## config.mk

```make
export PLATFORM = sky130hd
export DESIGN_NAME = rgb_led_blink_breath_controller_top_flat
export DESIGN_NICKNAME = d
export VERILOG_FILES = /design/src/rtl/rlbbc_pkg.sv /design/src/rtl/rlbbc_in_if.sv /design/src/rtl/rlbbc_out_if.sv /design/src/rtl/rlbbc_core.sv /design/src/rtl/rlbbc_outbuf.sv /design/src/rtl/rgb_led_blink_breath_controller_top.sv /design/src/flat_wrapper.sv
export VERILOG_INCLUDE_DIRS = /design/src /design/src/rtl
export SDC_FILE = /design/constraint.sdc
export NUM_CORES = 1
export LEC_CHECK = 0
export ABC_AREA = 1
export BUFFER_PORTS_ARGS = -buffer_cell sky130_fd_sc_hd__clkbuf_2
export CAP_MARGIN = 5
export CORE_AREA = 4 4 167 169
export DETAILED_ROUTE_END_ITERATION = 6
export DIE_AREA = 0 0 171 173
export PLACE_DENSITY = 0.87
export REMOVE_ABC_BUFFERS = 1
export SLEW_MARGIN = 20
export SYNTH_ARGS = -nofsm -noshare
export SYNTH_HDL_FRONTEND = slang
export SYNTH_HIERARCHICAL = 1
export SYNTH_SLANG_ARGS = --single-unit
```

## constraint.sdc

```tcl
create_clock -name clk_i -period 4.6 [get_ports clk_i]
set_input_delay 0 -clock clk_i [delete_from_list [all_inputs] [get_ports clk_i]]
set_output_delay 0 -clock clk_i [all_outputs]
set_load 0.01 [all_outputs]
```

## src/rtl/rgb_led_blink_breath_controller_top_defines.svh

```systemverilog
// -----------------------------------------------------------------------------
// rgb_led_blink_breath_controller_top_defines
// assertion macros shared by the controller modules
// -----------------------------------------------------------------------------
`ifndef RGB_LED_BLINK_BREATH_CONTROLLER_TOP_DEFINES_SVH
`define RGB_LED_BLINK_BREATH_CONTROLLER_TOP_DEFINES_SVH

// checked only outside reset
`define RLBBC_ASSERT(lbl, prop, msg) \
  lbl: assert property (@(posedge clk_i) disable iff (!rst_ni) prop) \
    else $error(msg);

// checked at every edge, reset included
`define RLBBC_ASSERT_ALWAYS(lbl, prop, msg) \
  lbl: assert property (@(posedge clk_i) prop) \
    else $error(msg);

`endif

```

## src/rtl/rlbbc_pkg.sv

```systemverilog
// -----------------------------------------------------------------------------
// rlbbc_pkg
// types and constants of the rgb led blink and breathing controller
// -----------------------------------------------------------------------------
package rlbbc_pkg;

  localparam int unsigned FlowMsDef   = 300;
  localparam int unsigned FlowLedsDef = 3;

  localparam int unsigned DutyW   = 16;
  localparam int unsigned PeriodW = 16;
  localparam int unsigned CfgW    = 16;
  localparam int unsigned CfgIdxW = 3;
  localparam int unsigned NumLeds = 3;

  localparam logic [DutyW-1:0] DutyFull = '1;

  typedef enum logic [1:0] {
    WORK_LIGHT = 2'd0,
    WORK_DARK  = 2'd1,
    WORK_FLOW  = 2'd2,
    WORK_BLINK = 2'd3
  } work_e;

  typedef enum logic [CfgIdxW-1:0] {
    CFG_WORK_SELECT     = 3'd0,
    CFG_BREATH_ENABLE   = 3'd1,
    CFG_COLOUR_MASK     = 3'd2,
    CFG_BLUE_PERIOD     = 3'd3,
    CFG_GREEN_PERIOD    = 3'd4,
    CFG_RED_PERIOD      = 3'd5,
    CFG_BREATH_INTERVAL = 3'd6,
    CFG_BREATH_STEP     = 3'd7
  } cfg_idx_e;

  // pins: bit0 blue, bit1 green, bit2 red, active low
  typedef struct packed {
    logic [NumLeds-1:0] pins;
    logic [DutyW-1:0]   duty;
  } result_t;

endpackage

```

## src/rtl/rlbbc_in_if.sv

```systemverilog
// -----------------------------------------------------------------------------
// rlbbc_in_if
// tick input channel: valid, ready and the two tick flags
// -----------------------------------------------------------------------------
interface rlbbc_in_if;
  logic valid;
  logic ready;
  logic blink_tick;
  logic ms_tick;

  modport source (output valid, output blink_tick, output ms_tick, input ready);
  modport sink   (input valid, input blink_tick, input ms_tick, output ready);
endinterface

```

## src/rtl/rlbbc_out_if.sv

```systemverilog
// -----------------------------------------------------------------------------
// rlbbc_out_if
// result channel: valid, ready, pin levels and breathing duty
// -----------------------------------------------------------------------------
interface rlbbc_out_if;
  logic        valid;
  logic        ready;
  logic        blue_pin;
  logic        green_pin;
  logic        red_pin;
  logic [15:0] pwm_duty;

  modport source (output valid, output blue_pin, output green_pin, output red_pin,
                  output pwm_duty, input ready);
  modport sink   (input valid, input blue_pin, input green_pin, input red_pin,
                  input pwm_duty, output ready);
endinterface

```

## src/rtl/rlbbc_core.sv

```systemverilog
// -----------------------------------------------------------------------------
// rlbbc_core
// configuration registers, blink counters, breathing ramp and flow pattern
// -----------------------------------------------------------------------------
`include "rgb_led_blink_breath_controller_top_defines.svh"

module rlbbc_core
  import rlbbc_pkg::*;
#(
  parameter int unsigned FLOW_MS   = FlowMsDef,
  parameter int unsigned FLOW_LEDS = FlowLedsDef
) (
  input  logic               clk_i,
  input  logic               rst_ni,
  input  logic               cfg_we_i,
  input  logic [CfgIdxW-1:0] cfg_idx_i,
  input  logic [CfgW-1:0]    cfg_data_i,
  input  logic               acc_i,
  input  logic               blink_tick_i,
  input  logic               ms_tick_i,
  output result_t            res_o
);

  localparam int unsigned FlowCntW = (FLOW_MS > 1) ? $clog2(FLOW_MS) : 1;
  localparam logic [FlowCntW:0] FlowMsVal = FlowCntW'(FLOW_MS) == '0 && FLOW_MS > 1 ?
                                            (FlowCntW+1)'(FLOW_MS) : (FlowCntW+1)'(FLOW_MS);
  localparam logic [1:0] FlowLedsVal = 2'(FLOW_LEDS);

  // configuration
  work_e              work_q;
  logic               breath_en_q;
  logic [3:0]         mask_q;
  logic [PeriodW-1:0] period_q [NumLeds];
  logic [PeriodW-1:0] interval_q;
  logic [DutyW-1:0]   step_q;

  // state
  logic [PeriodW-1:0] blink_cnt_q [NumLeds];
  logic [PeriodW-1:0] blink_cnt_d [NumLeds];
  logic [NumLeds-1:0] pins_q, pins_d;
  logic [DutyW-1:0]   duty_lvl_q, duty_lvl_d;
  logic               rising_q, rising_d;
  logic [PeriodW-1:0] breath_cnt_q, breath_cnt_d;
  logic [FlowCntW-1:0] flow_cnt_q, flow_cnt_d;
  logic [1:0]         flow_idx_q, flow_idx_d;
  logic [DutyW-1:0]   duty_out_q, duty_out_d;

  logic [PeriodW:0]   cnt_nxt [NumLeds];
  logic [NumLeds-1:0] cnt_hit;
  logic [PeriodW:0]   breath_nxt;
  logic [DutyW:0]     ramp_sum;
  logic [FlowCntW:0]  flow_nxt;
  logic [1:0]         flow_idx_eff;
  logic [1:0]         flow_idx_inc;
  logic               toggle;

  always_ff @(posedge clk_i or negedge rst_ni) begin
    if (!rst_ni) begin
      work_q      <= WORK_DARK;
      breath_en_q <= 1'b0;
      mask_q      <= '0;
      period_q[0] <= PeriodW'(25);
      period_q[1] <= PeriodW'(25);
      period_q[2] <= PeriodW'(25);
      interval_q  <= PeriodW'(1);
      step_q      <= DutyW'(655);
    end else if (cfg_we_i) begin
      unique case (cfg_idx_e'(cfg_idx_i))
        CFG_WORK_SELECT:     work_q      <= work_e'(cfg_data_i[1:0]);
        CFG_BREATH_ENABLE:   breath_en_q <= cfg_data_i[0];
        CFG_COLOUR_MASK:     mask_q      <= cfg_data_i[3:0];
        CFG_BLUE_PERIOD:     period_q[0] <= cfg_data_i;
        CFG_GREEN_PERIOD:    period_q[1] <= cfg_data_i;
        CFG_RED_PERIOD:      period_q[2] <= cfg_data_i;
        CFG_BREATH_INTERVAL: interval_q  <= cfg_data_i;
        CFG_BREATH_STEP:     step_q      <= cfg_data_i;
        default: ;
      endcase
    end
  end

  always_comb begin
    for (int i = 0; i < NumLeds; i++) begin
      cnt_nxt[i] = {1'b0, blink_cnt_q[i]} + (PeriodW+1)'(1);
      // a zero period acts as one
      cnt_hit[i] = (period_q[i] == '0) || (cnt_nxt[i] >= {1'b0, period_q[i]});
    end
    breath_nxt   = {1'b0, breath_cnt_q} + (PeriodW+1)'(1);
    ramp_sum     = {1'b0, duty_lvl_q} + {1'b0, step_q};
    flow_nxt     = {1'b0, flow_cnt_q} + (FlowCntW+1)'(1);
    flow_idx_eff = (flow_idx_q < FlowLedsVal) ? flow_idx_q : 2'd0;
    flow_idx_inc = flow_idx_eff + 2'd1;
    toggle       = blink_tick_i && ((work_q == WORK_BLINK) || breath_en_q);
  end

  always_comb begin
    blink_cnt_d  = blink_cnt_q;
    pins_d       = pins_q;
    duty_lvl_d   = duty_lvl_q;
    rising_d     = rising_q;
    breath_cnt_d = breath_cnt_q;
    flow_cnt_d   = flow_cnt_q;
    flow_idx_d   = flow_idx_q;
    duty_out_d   = duty_out_q;

    if (toggle) begin
      for (int i = 0; i < NumLeds; i++) begin
        if (cnt_hit[i]) begin
          blink_cnt_d[i] = '0;
          if (work_q == WORK_BLINK) begin
            pins_d[i] = mask_q[i] ? ~pins_q[i] : 1'b1;
          end
        end else begin
          blink_cnt_d[i] = cnt_nxt[i][PeriodW-1:0];
        end
      end
      if (mask_q[3] && breath_en_q) begin
        if (breath_nxt >= {1'b0, interval_q}) begin
          breath_cnt_d = '0;
          if (rising_q) begin
            if (ramp_sum >= {1'b0, DutyFull}) begin
              duty_lvl_d = DutyFull;
              rising_d   = 1'b0;
            end else begin
              duty_lvl_d = ramp_sum[DutyW-1:0];
            end
          end else begin
            if (duty_lvl_q <= step_q) begin
              duty_lvl_d = '0;
              rising_d   = 1'b1;
            end else begin
              duty_lvl_d = duty_lvl_q - step_q;
            end
          end
          duty_out_d = duty_lvl_d;
        end else begin
          breath_cnt_d = breath_nxt[PeriodW-1:0];
        end
      end
    end

    unique case (work_q)
      WORK_LIGHT: begin
        pins_d = ~mask_q[NumLeds-1:0];
        if (!breath_en_q) begin
          duty_out_d = mask_q[3] ? '0 : DutyFull;
        end
      end
      WORK_DARK: begin
        pins_d = '1;
        if (!breath_en_q) begin
          duty_out_d = DutyFull;
        end
      end
      WORK_FLOW: begin
        if (ms_tick_i) begin
          if (flow_nxt >= FlowMsVal) begin
            flow_cnt_d = '0;
            for (int i = 0; i < NumLeds; i++) begin
              pins_d[i] = (2'(i) == flow_idx_eff) ? 1'b0 : 1'b1;
            end
            if (!breath_en_q) begin
              duty_out_d = DutyFull;
            end
            flow_idx_d = (flow_idx_inc >= FlowLedsVal) ? 2'd0 : flow_idx_inc;
          end else begin
            flow_cnt_d = flow_nxt[FlowCntW-1:0];
          end
        end
      end
      WORK_BLINK: ;
      default: ;
    endcase
  end

  always_ff @(posedge clk_i or negedge rst_ni) begin
    if (!rst_ni) begin
      blink_cnt_q[0] <= '0;
      blink_cnt_q[1] <= '0;
      blink_cnt_q[2] <= '0;
      pins_q         <= '1;
      duty_lvl_q     <= '0;
      rising_q       <= 1'b1;
      breath_cnt_q   <= '0;
      flow_cnt_q     <= '0;
      flow_idx_q     <= '0;
      duty_out_q     <= DutyFull;
    end else if (acc_i) begin
      blink_cnt_q    <= blink_cnt_d;
      pins_q         <= pins_d;
      duty_lvl_q     <= duty_lvl_d;
      rising_q       <= rising_d;
      breath_cnt_q   <= breath_cnt_d;
      flow_cnt_q     <= flow_cnt_d;
      flow_idx_q     <= flow_idx_d;
      duty_out_q     <= duty_out_d;
    end
  end

  assign res_o.pins = pins_d;
  assign res_o.duty = duty_out_d;

  `RLBBC_ASSERT(a_flow_idx_range, flow_idx_q < FlowLedsVal, "flow index out of range")
  `RLBBC_ASSERT(a_flow_cnt_range, {1'b0, flow_cnt_q} < FlowMsVal, "flow count overran")
  `RLBBC_ASSERT(a_ramp_turn_top, $fell(rising_q) |-> (duty_lvl_q == DutyFull),
                "ramp turned down below full scale")
  `RLBBC_ASSERT(a_ramp_turn_bottom, $rose(rising_q) |-> (duty_lvl_q == '0),
                "ramp turned up above zero")

endmodule

```

## src/rtl/rlbbc_outbuf.sv

```systemverilog
// -----------------------------------------------------------------------------
// rlbbc_outbuf
// two-entry result buffer, takes a new result while the head is stalled
// -----------------------------------------------------------------------------
`include "rgb_led_blink_breath_controller_top_defines.svh"

module rlbbc_outbuf
  import rlbbc_pkg::*;
(
  input  logic        clk_i,
  input  logic        rst_ni,
  input  logic        push_i,
  input  result_t     res_i,
  output logic        ready_o,
  rlbbc_out_if.source out_o
);

  result_t head_q, tail_q;
  logic    head_v_q, tail_v_q;
  logic    pop;

  assign pop     = head_v_q && out_o.ready;
  assign ready_o = !tail_v_q;

  always_ff @(posedge clk_i or negedge rst_ni) begin
    if (!rst_ni) begin
      head_v_q <= 1'b0;
      tail_v_q <= 1'b0;
    end else begin
      priority if (pop && tail_v_q) begin
        tail_v_q <= 1'b0;
      end else if (pop) begin
        head_v_q <= push_i;
      end else if (push_i && head_v_q) begin
        tail_v_q <= 1'b1;
      end else if (push_i) begin
        head_v_q <= 1'b1;
      end else begin
      end
    end
  end

  always_ff @(posedge clk_i) begin
    priority if (pop && tail_v_q) begin
      head_q <= tail_q;
    end else if (push_i && (pop || !head_v_q)) begin
      head_q <= res_i;
    end else if (push_i) begin
      tail_q <= res_i;
    end else begin
    end
  end

  assign out_o.valid     = head_v_q;
  assign out_o.blue_pin  = head_q.pins[0];
  assign out_o.green_pin = head_q.pins[1];
  assign out_o.red_pin   = head_q.pins[2];
  assign out_o.pwm_duty  = head_q.duty;

  `RLBBC_ASSERT(a_tail_needs_head, tail_v_q |-> head_v_q, "tail entry without head entry")
  `RLBBC_ASSERT(a_head_holds, (head_v_q && !out_o.ready) |=> (head_v_q && $stable(head_q)),
                "stalled result changed")
  `RLBBC_ASSERT(a_no_push_when_full, tail_v_q |-> !push_i, "push into full buffer")

endmodule

```

## src/rtl/rgb_led_blink_breath_controller_top.sv

```systemverilog
// -----------------------------------------------------------------------------
// rgb_led_blink_breath_controller_top
// rgb led blink, flow and breathing pwm controller
// -----------------------------------------------------------------------------
// in_i carries one tick per transfer: blink_tick runs the colour blink
// counters and the breathing ramp, ms_tick times the flow pattern.
// out_o returns one result per tick: the three active-low pin levels and the
// breathing duty, 65535 being full scale.
// registers are written through cfg_we_i / cfg_idx_i / cfg_data_i; the user
// must do so only while idle, the block does not enforce it. results are
// registered. throughput: one tick per cycle while in_i.ready is high; each
// tick updates all state in a single registered pass.
// a two-entry result buffer keeps in_i ready while one result is stalled;
// with both entries held, in_i.ready drops until out_o takes a result.
// reset: dark mode, all pins dark, duty 65535, counters and ramp cleared,
// ramp rising, blink periods 25, interval 1, step 655.
// -----------------------------------------------------------------------------
module rgb_led_blink_breath_controller_top
  import rlbbc_pkg::*;
#(
  parameter int unsigned FLOW_MS   = FlowMsDef,
  parameter int unsigned FLOW_LEDS = FlowLedsDef
) (
  input  logic               clk_i,
  input  logic               rst_ni,
  input  logic               cfg_we_i,
  input  logic [CfgIdxW-1:0] cfg_idx_i,
  input  logic [CfgW-1:0]    cfg_data_i,
  rlbbc_in_if.sink           in_i,
  rlbbc_out_if.source        out_o
);

  logic    acc;
  logic    buf_ready;
  result_t res;

  assign in_i.ready = buf_ready;
  assign acc        = in_i.valid && buf_ready;

  rlbbc_core #(
    .FLOW_MS   (FLOW_MS),
    .FLOW_LEDS (FLOW_LEDS)
  ) u_core (
    .clk_i        (clk_i),
    .rst_ni       (rst_ni),
    .cfg_we_i     (cfg_we_i),
    .cfg_idx_i    (cfg_idx_i),
    .cfg_data_i   (cfg_data_i),
    .acc_i        (acc),
    .blink_tick_i (in_i.blink_tick),
    .ms_tick_i    (in_i.ms_tick),
    .res_o        (res)
  );

  rlbbc_outbuf u_outbuf (
    .clk_i   (clk_i),
    .rst_ni  (rst_ni),
    .push_i  (acc),
    .res_i   (res),
    .ready_o (buf_ready),
    .out_o   (out_o)
  );

endmodule

```

## src/flat_wrapper.sv

```systemverilog
// flat-port wrapper written by rule: the top's interface ports become plain ports
module rgb_led_blink_breath_controller_top_flat import rlbbc_pkg::*;
#(
  parameter int unsigned FLOW_MS   = FlowMsDef,
  parameter int unsigned FLOW_LEDS = FlowLedsDef
)
  (clk_i, rst_ni, cfg_we_i, cfg_idx_i, cfg_data_i, in_i_valid, in_i_blink_tick, in_i_ms_tick, in_i_ready, out_o_valid, out_o_blue_pin, out_o_green_pin, out_o_red_pin, out_o_pwm_duty, out_o_ready);
  rlbbc_in_if in_i_i ();
  rlbbc_out_if out_o_i ();
  input  logic clk_i;
  input  logic rst_ni;
  input  logic cfg_we_i;
  input  logic [CfgIdxW-1:0] cfg_idx_i;
  input  logic [CfgW-1:0] cfg_data_i;
  input wire logic [$bits(in_i_i.valid)-1:0] in_i_valid;
  input wire logic [$bits(in_i_i.blink_tick)-1:0] in_i_blink_tick;
  input wire logic [$bits(in_i_i.ms_tick)-1:0] in_i_ms_tick;
  output wire logic [$bits(in_i_i.ready)-1:0] in_i_ready;
  output wire logic [$bits(out_o_i.valid)-1:0] out_o_valid;
  output wire logic [$bits(out_o_i.blue_pin)-1:0] out_o_blue_pin;
  output wire logic [$bits(out_o_i.green_pin)-1:0] out_o_green_pin;
  output wire logic [$bits(out_o_i.red_pin)-1:0] out_o_red_pin;
  output wire logic [$bits(out_o_i.pwm_duty)-1:0] out_o_pwm_duty;
  input wire logic [$bits(out_o_i.ready)-1:0] out_o_ready;
  assign in_i_i.valid = in_i_valid;
  assign in_i_i.blink_tick = in_i_blink_tick;
  assign in_i_i.ms_tick = in_i_ms_tick;
  assign in_i_ready = in_i_i.ready;
  assign out_o_valid = out_o_i.valid;
  assign out_o_blue_pin = out_o_i.blue_pin;
  assign out_o_green_pin = out_o_i.green_pin;
  assign out_o_red_pin = out_o_i.red_pin;
  assign out_o_pwm_duty = out_o_i.pwm_duty;
  assign out_o_i.ready = out_o_ready;
  rgb_led_blink_breath_controller_top #(.FLOW_MS(FLOW_MS), .FLOW_LEDS(FLOW_LEDS)) u_core (.clk_i(clk_i), .rst_ni(rst_ni), .cfg_we_i(cfg_we_i), .cfg_idx_i(cfg_idx_i), .cfg_data_i(cfg_data_i), .in_i(in_i_i), .out_o(out_o_i));
endmodule
```

## After elaboration in Yosys (flattened, before gate mapping)

Cells that the tools add are included.

| cells by class | value |
|---|---|
| add/subtract/negate cells | 8 |
| $lt $le $gt $ge | 9 |
| equal/unequal tests | 14 |
| multiplexer cells | 46 |
| bitwise gates (word level) | 6 |
| reduce and logical (&&, ||, !) cells | 39 |

Operators with widths:

| operator | count |
|---|---|
| 16-bit two-way mux | 15 |
| 16-bit by 1-bit adder with 17-bit output (second input constant) | 4 |
| 17-bit by 16-bit >= comparator with 1-bit output | 4 |
| 16-bit zero test | 3 |
| 16-bit one-hot mux with 3 select lines | 1 |
| 19-bit two-way mux | 2 |
| 1-bit two-way mux | 21 |
| 2-bit AND reduction | 10 |
| 16-bit by 16-bit adder with 17-bit output | 1 |
| 17-bit by 16-bit >= comparator with 1-bit output (second input constant) | 1 |
| 16-bit <= comparator | 1 |
| 16-bit subtractor | 1 |
| 3-bit == test (second input constant) | 4 |
| 3-bit AND reduction | 4 |
| 9-bit by 1-bit adder with 10-bit output (second input constant) | 1 |
| 10-bit by 9-bit >= comparator with 1-bit output (second input constant) | 1 |
| 3-bit two-way mux | 3 |
| 9-bit two-way mux | 1 |
| 3-bit one-hot mux with 3 select lines | 1 |
| 4-bit AND reduction | 2 |
| 1-bit logical AND | 7 |
| 3-bit by 2-bit == test with 1-bit output (second input constant) | 2 |
| 2-bit nonzero test | 3 |
| 1-bit logical OR | 5 |
| other kinds (16) | 24 |

| word-level totals | value |
|---|---|
| register bits | 238 |
| output and inout port bits | 21 |

## Longest topological paths before layout

| depth | value |
|---|---|
| depth in word-level cells | 13 |
| depth in mapped cells | 29 |
| gate-level depth less buffers | 29 |

## Hierarchy

The synthesis kept the hierarchy.

Modules (own cells, without submodules):

| module | times used | cells each | area each (um2) | seq. area each (um2) |
|---|---|---|---|---|
| rlbbc_core | 1 | 1860 | 13774.5 | 5001.0 |
| rlbbc_outbuf | 1 | 119 | 1564.0 | 1191.1 |
| rgb_led_blink_breath_controller_top | 1 | 2 | 7.5 | 0.0 |

## Worst setup path before layout

No wires, ideal clock.

| timing path | value |
|---|---|
| path type | register to register |
| start point | register u_core/u_core/blink_cnt_q[2] (netlist name) |
| end point | register u_core.u_outbuf.head_q (netlist bit u_core/u_outbuf/out_o.red_pin) (data pin) |
| setup time | 254 ps |
| arrival | 2979 ps |
| required time | 4346 ps |
| setup slack | 1367 ps |
| stages on the path, launching flop included | 27 |
| buffers on the path | 0 |
| period minus slack after synthesis | 3233 ps |
| cells stage by stage | dfrtp_1 inv_1 nor3_2 inv_1 nor2_1 inv_1 nor2_1 inv_1 nor2_1 nand3_1 nor2_1 inv_1 nor2_1 xor2_1 inv_1 ha_1 nand4_1 nor4_1 nand2_1 nand4_2 nand3b_1 nand2_1 nand2_1 nand2_1 nand2_1 nand2_1 nand2_1 |

RTL lines:

| what | RTL line | RTL |
|---|---|---|
| start: declaration | rlbbc_core.sv:38 | `logic [PeriodW-1:0] blink_cnt_q [NumLeds];` |
| start signal: assignment | rlbbc_core.sv:189 | `blink_cnt_q <= blink_cnt_d;` |
| end signal: assignment | rlbbc_outbuf.sv:45 | `head_q <= tail_q;` |
| end signal: assignment | rlbbc_outbuf.sv:47 | `head_q <= res_i;` |
| end: declaration | rlbbc_outbuf.sv:18 | `result_t head_q, tail_q;` |

==> summary.txt <==
Finish
  – Register area: 0.00619 sq mm
  – Final std cells w/o fill: 2,387
  – Final nets: 2,157
  – Number of fill cells: 2,244
  – Syn-to-layout area delta: 9.86%
  – Multi-input gate area: 0.00759 sq mm
  – Ant. Diodes: 0
  – Layout cells sized above 1: 10.3%
  – Layout Utilization: 63.4%

Timing
  – TNS Setup: 0 ps
  – Fmax: 256 MHz
  – Hold Slack: 59.9 ps
  – Worst-margin pin slew: 965 ps
  – Final setup fails: 0
  – RSZ-0062 raised after global routing: false
  – Final Max Slew Viols: 0
  – Fin crit share: 85.0%
  – Clk_skew: 19.7 ps
  – Worst slew margin: 35.5%
  – Tmin final: 3910 ps
  – Final hold violations: 0

Critical path
  – Crit. Startpoint: u_core/u_core/blink_cnt_q[34]
  – Worst path bufs/invs: 4
  – Cell family with most CP delay: simple AND/OR/NAND/NOR gates
  – WS Path Type: reg2reg
  – Slowest CP cell: dfrtp_1
  – Register-to-Register Setup Slack: 690 ps
  – Slowest stage delay, CP: 380 ps
  – RR Startpoint: u_core/u_core/blink_cnt_q[34]
  – R2r worst-path depth: 26
  – WP data arrival: 4210 ps
  – Startpoint types: flip-flop
  – R2R Path End: u_core/u_outbuf/out_o.blue_pin
  – Required time worst endpoint: 4900 ps
  – CP Depth: 26
  – Cell mode on critical path: nand2_1
  – Setup crit end kind: flip-flop
  – Critical path endpoint: u_core/u_outbuf/out_o.blue_pin
  – Critical Path Fanout Max: 6

Outcome
  – Status: complete, no violations

Drt
  – Routed WL per cell: 16.8 um
  – Routed Antenna Nets: 0
  – Detail-routed via count per cell: 5.73
  – Drc violations: 0
  – Post-Route WL: 40,000 um
  – First DRT Iteration DRCs: 1,355
  – Via Count: 13,700
  – Drt pass-1 iters: 6

Synth
  – Commonest register cell after synthesis: dfrtp_1
  – Post-Synthesis Cells: 1,981
  – Ys async rst share: 84.0%
  – Cell variety after synth: 55
  – Seq/Total Area, Yosys: 40.4%
  – Post-Syn Area: 0.0153 sq mm
  – Avg Cell Area, Syn: 7.75 sq um
  – Yosys warns: 6
  – EDFF count, synth: 38
  – #FFs+latches synth: 238

Power and ir drop
  – Pleak: 8.44 nW
  – Power per cell area: 645 mW/mm^2
  – Peak supply drop: 0.487 mV

Clock network
  – PostCTS Resize Cnt: 0
  – Root Driver: clkbuf_16
  – CTS tree: done
  – Post-CTS Setup Repair Bufs: 0
  – H-tree depth: 1
  – CTS Sinks: 238
  – Buffer depth of the longest clock path: 3
  – Inserted Clock Buffers: 26
  – Clock transition at path regs: 60 ps
  – Worst-Skew Late Latency: 550 ps

Floorplan
  – Core Area: 0.0266 sq mm
  – Row cnt: 60
  – Die Height: 173 um
  – Chip Width: 171 um
  – Starting Density: 57.7%
  – Die area: 0.0296 sq mm
  – I/O Pins: 47

Global route
  – Largest net degree at the start of global routing: 107
  – Tot GR Track Use: 27.0%
  – Grt ovf: 0
  – Vias in the first global route: 13,700
  – Initial antenna violation count: 0
  – Global-route wire length before repair: 66,600 um

Placed design
  – Gp weighted congestion: 0.938
  – Placed insts: 2,315
  – Hpwl dp: 28,700 um
  – Port bufs: 46

Run
  – Max capacitance violation total: 0

Hold path
  – Hold Path Class: in2reg
## synth_stat cells, types with 2 or more instances
cell / n / area (sq um)
nand2_1: 500 / 1880
inv_1: 311 / 1170
dfrtp_1: 163 / 4080
o21ai_0: 136 / 681
nor2_1: 105 / 394
ha_1: 103 / 1290
nand3_1: 98 / 490
a21oi_1: 85 / 425
nand4_1: 74 / 463
xor2_1: 49 / 429
edfxtp_1: 38 / 1140
dfstp_2: 37 / 972
clkbuf_1: 31 / 116
o22ai_1: 30 / 188
nor3_1: 23 / 115
nor4_1: 22 / 138
a31oi_1: 14 / 87.6
nand3_2: 14 / 140
o21ai_1: 13 / 65.1
buf_2: 12 / 60.1
nand2_4: 12 / 135
buf_4: 11 / 82.6
xnor2_1: 10 / 87.6
inv_2: 8 / 30.0
nor2_2: 8 / 50.1
buf_6: 7 / 78.8
nand2_2: 7 / 43.8
nand3b_1: 7 / 52.6
o31ai_1: 7 / 52.6
o211ai_1: 5 / 37.5
or2_2: 5 / 31.3
a21oi_2: 3 / 26.3
nor3_2: 3 / 30.0
o21bai_1: 3 / 22.5
a22o_1: 2 / 17.5
and2_1: 2 / 12.5
clkinv_1: 2 / 7.51
fa_1: 2 / 40.0
nand4_2: 2 / 25.0
o21ai_2: 2 / 17.5
## cell type report
type / count / area share [%]
repair buffers: 79 / 3.24
inverters: 322 / 7.18
well taps: 341 / 2.53
multi-input cells: 1359 / 45.0
clock inverters: 19 / 1.12
clock buffers: 29 / 4.17
flip-flops and latches: 238 / 36.7
## repair_timing
action                                  4_1_cts  5_1_grt
hold buffers                                 24        0
endpoints found under the setup margin        0        0
endpoints found under the hold margin       178        0
## cells in the final DEF, fill, tap and decap left out, types with 4 or more instances in the layout
cell           count
dfstp_2           37
nand3_1           98
inv_2              8
ha_1             103
o21ai_0          136
nand4_1           74
dfrtp_1          163
nand2_4           12
nand3b_1           7
a31oi_1           14
nor2_1           105
edfxtp_1          38
nor3_2             4
nor3_1            22
dlygate4sd3_1     24
nand2_1          500
buf_4              9
nor2_2             8
inv_1            311
xor2_1            49
o211ai_1           5
nor4_1            22
o21ai_1           13
xnor2_1           10
clkbuf_2          45
o31ai_1            7
nand3_2           14
a21oi_1           85
or2_2              5
clkinv_2           6
o22ai_1           30
nand2_2            7
clkinvlp_4         4
clkbuf_16         27
## sequential cells by signal, summed over array words and instances, names as in the netlist, 3 cells and up
name	cells
u_core/u_core/breath_cnt_q	16
u_core/u_outbuf/out_o.pwm_duty	16
u_core/u_core/duty_out_q	16
u_core/u_core/blink_cnt_q	48
u_core/u_core/period_q	48
u_core/u_core/interval_q	16
u_core/u_core/duty_lvl_q	16
u_core/u_core/pins_q	3
u_core/u_core/mask_q	4
u_core/u_core/flow_cnt_q	9
u_core/u_outbuf/tail_q	19
u_core/u_core/step_q	16
## cell families (layout without fill, tap and decap cells)
family,Yosys count,in the layout,synth area share (%)
DFF,238,238,40.4
xor gates and xnor gates,59,59,3.37
AOI/OAI and AO/OA,307,307,10.9
buffers and inverters,384,449,10.2
and+or+nand+nor,887,887,26.4
muxes,1,1,0.0652
adders and majority gates,105,105,8.66
## worst min path at each step
| stage | start | end | slack, ps | depth (start not counted) |
|---|---|---|---|---|
| floorplan | rst_ni | u_core/u_core/blink_cnt_q[0] | -300 | 0 |
| finish | in_i_ms_tick | u_core/u_core/flow_cnt_q[7] | 60 | 5 |
| global placement | rst_ni | u_core/u_core/blink_cnt_q[44] | 160 | 1 |
| CTS | in_i_ms_tick | u_core/u_core/flow_cnt_q[7] | 30 | 5 |
| detailed placement | rst_ni | u_core/u_core/blink_cnt_q[44] | 170 | 1 |
| global route | in_i_ms_tick | u_core/u_core/flow_cnt_q[7] | 90 | 5 |
## per-stage QoR
step	setup slack, ps	power [mW]	instance area [sq um]
after floorplan	1240	7.13	15000
after global placement	902	8.38	15700
after detailed placement	734	8.57	15700
after CTS	749	10.8	16900
after global routing	264	11.7	16900
final	692	10.9	16900
## report_power, final
part / internal (mW) / leakage (nW) / total [mW] / switching (mW)
Sequential: 2.97 / 2.83 / 3.56 / 0.589
Combinational: 1.77 / 5.17 / 5.16 / 3.39
Clock: 1.23 / 0.432 / 2.16 / 0.924
Total: 5.98 / 8.44 / 10.9 / 4.90
## per-layer routing
metal / vias to the layer above / GRT usage (%) / part of all wire (%)
met5: - / 0 / 0
met4: 0 / 10.7 / 4.1
met3: 131 / 3.50 / 5.7
met2: 528 / 45.8 / 49
met1: 6430 / 35.1 / 41
li1: 6583 / - / -
## tightest hold or removal path, delay by kind of cell
family,cells,cell delay (ps)
AND/OR/NAND/NOR,3,370
buffers and inverters,1,130
AO/OA/AOI/OAI,1,60
(Power assumes the default switching activity.)
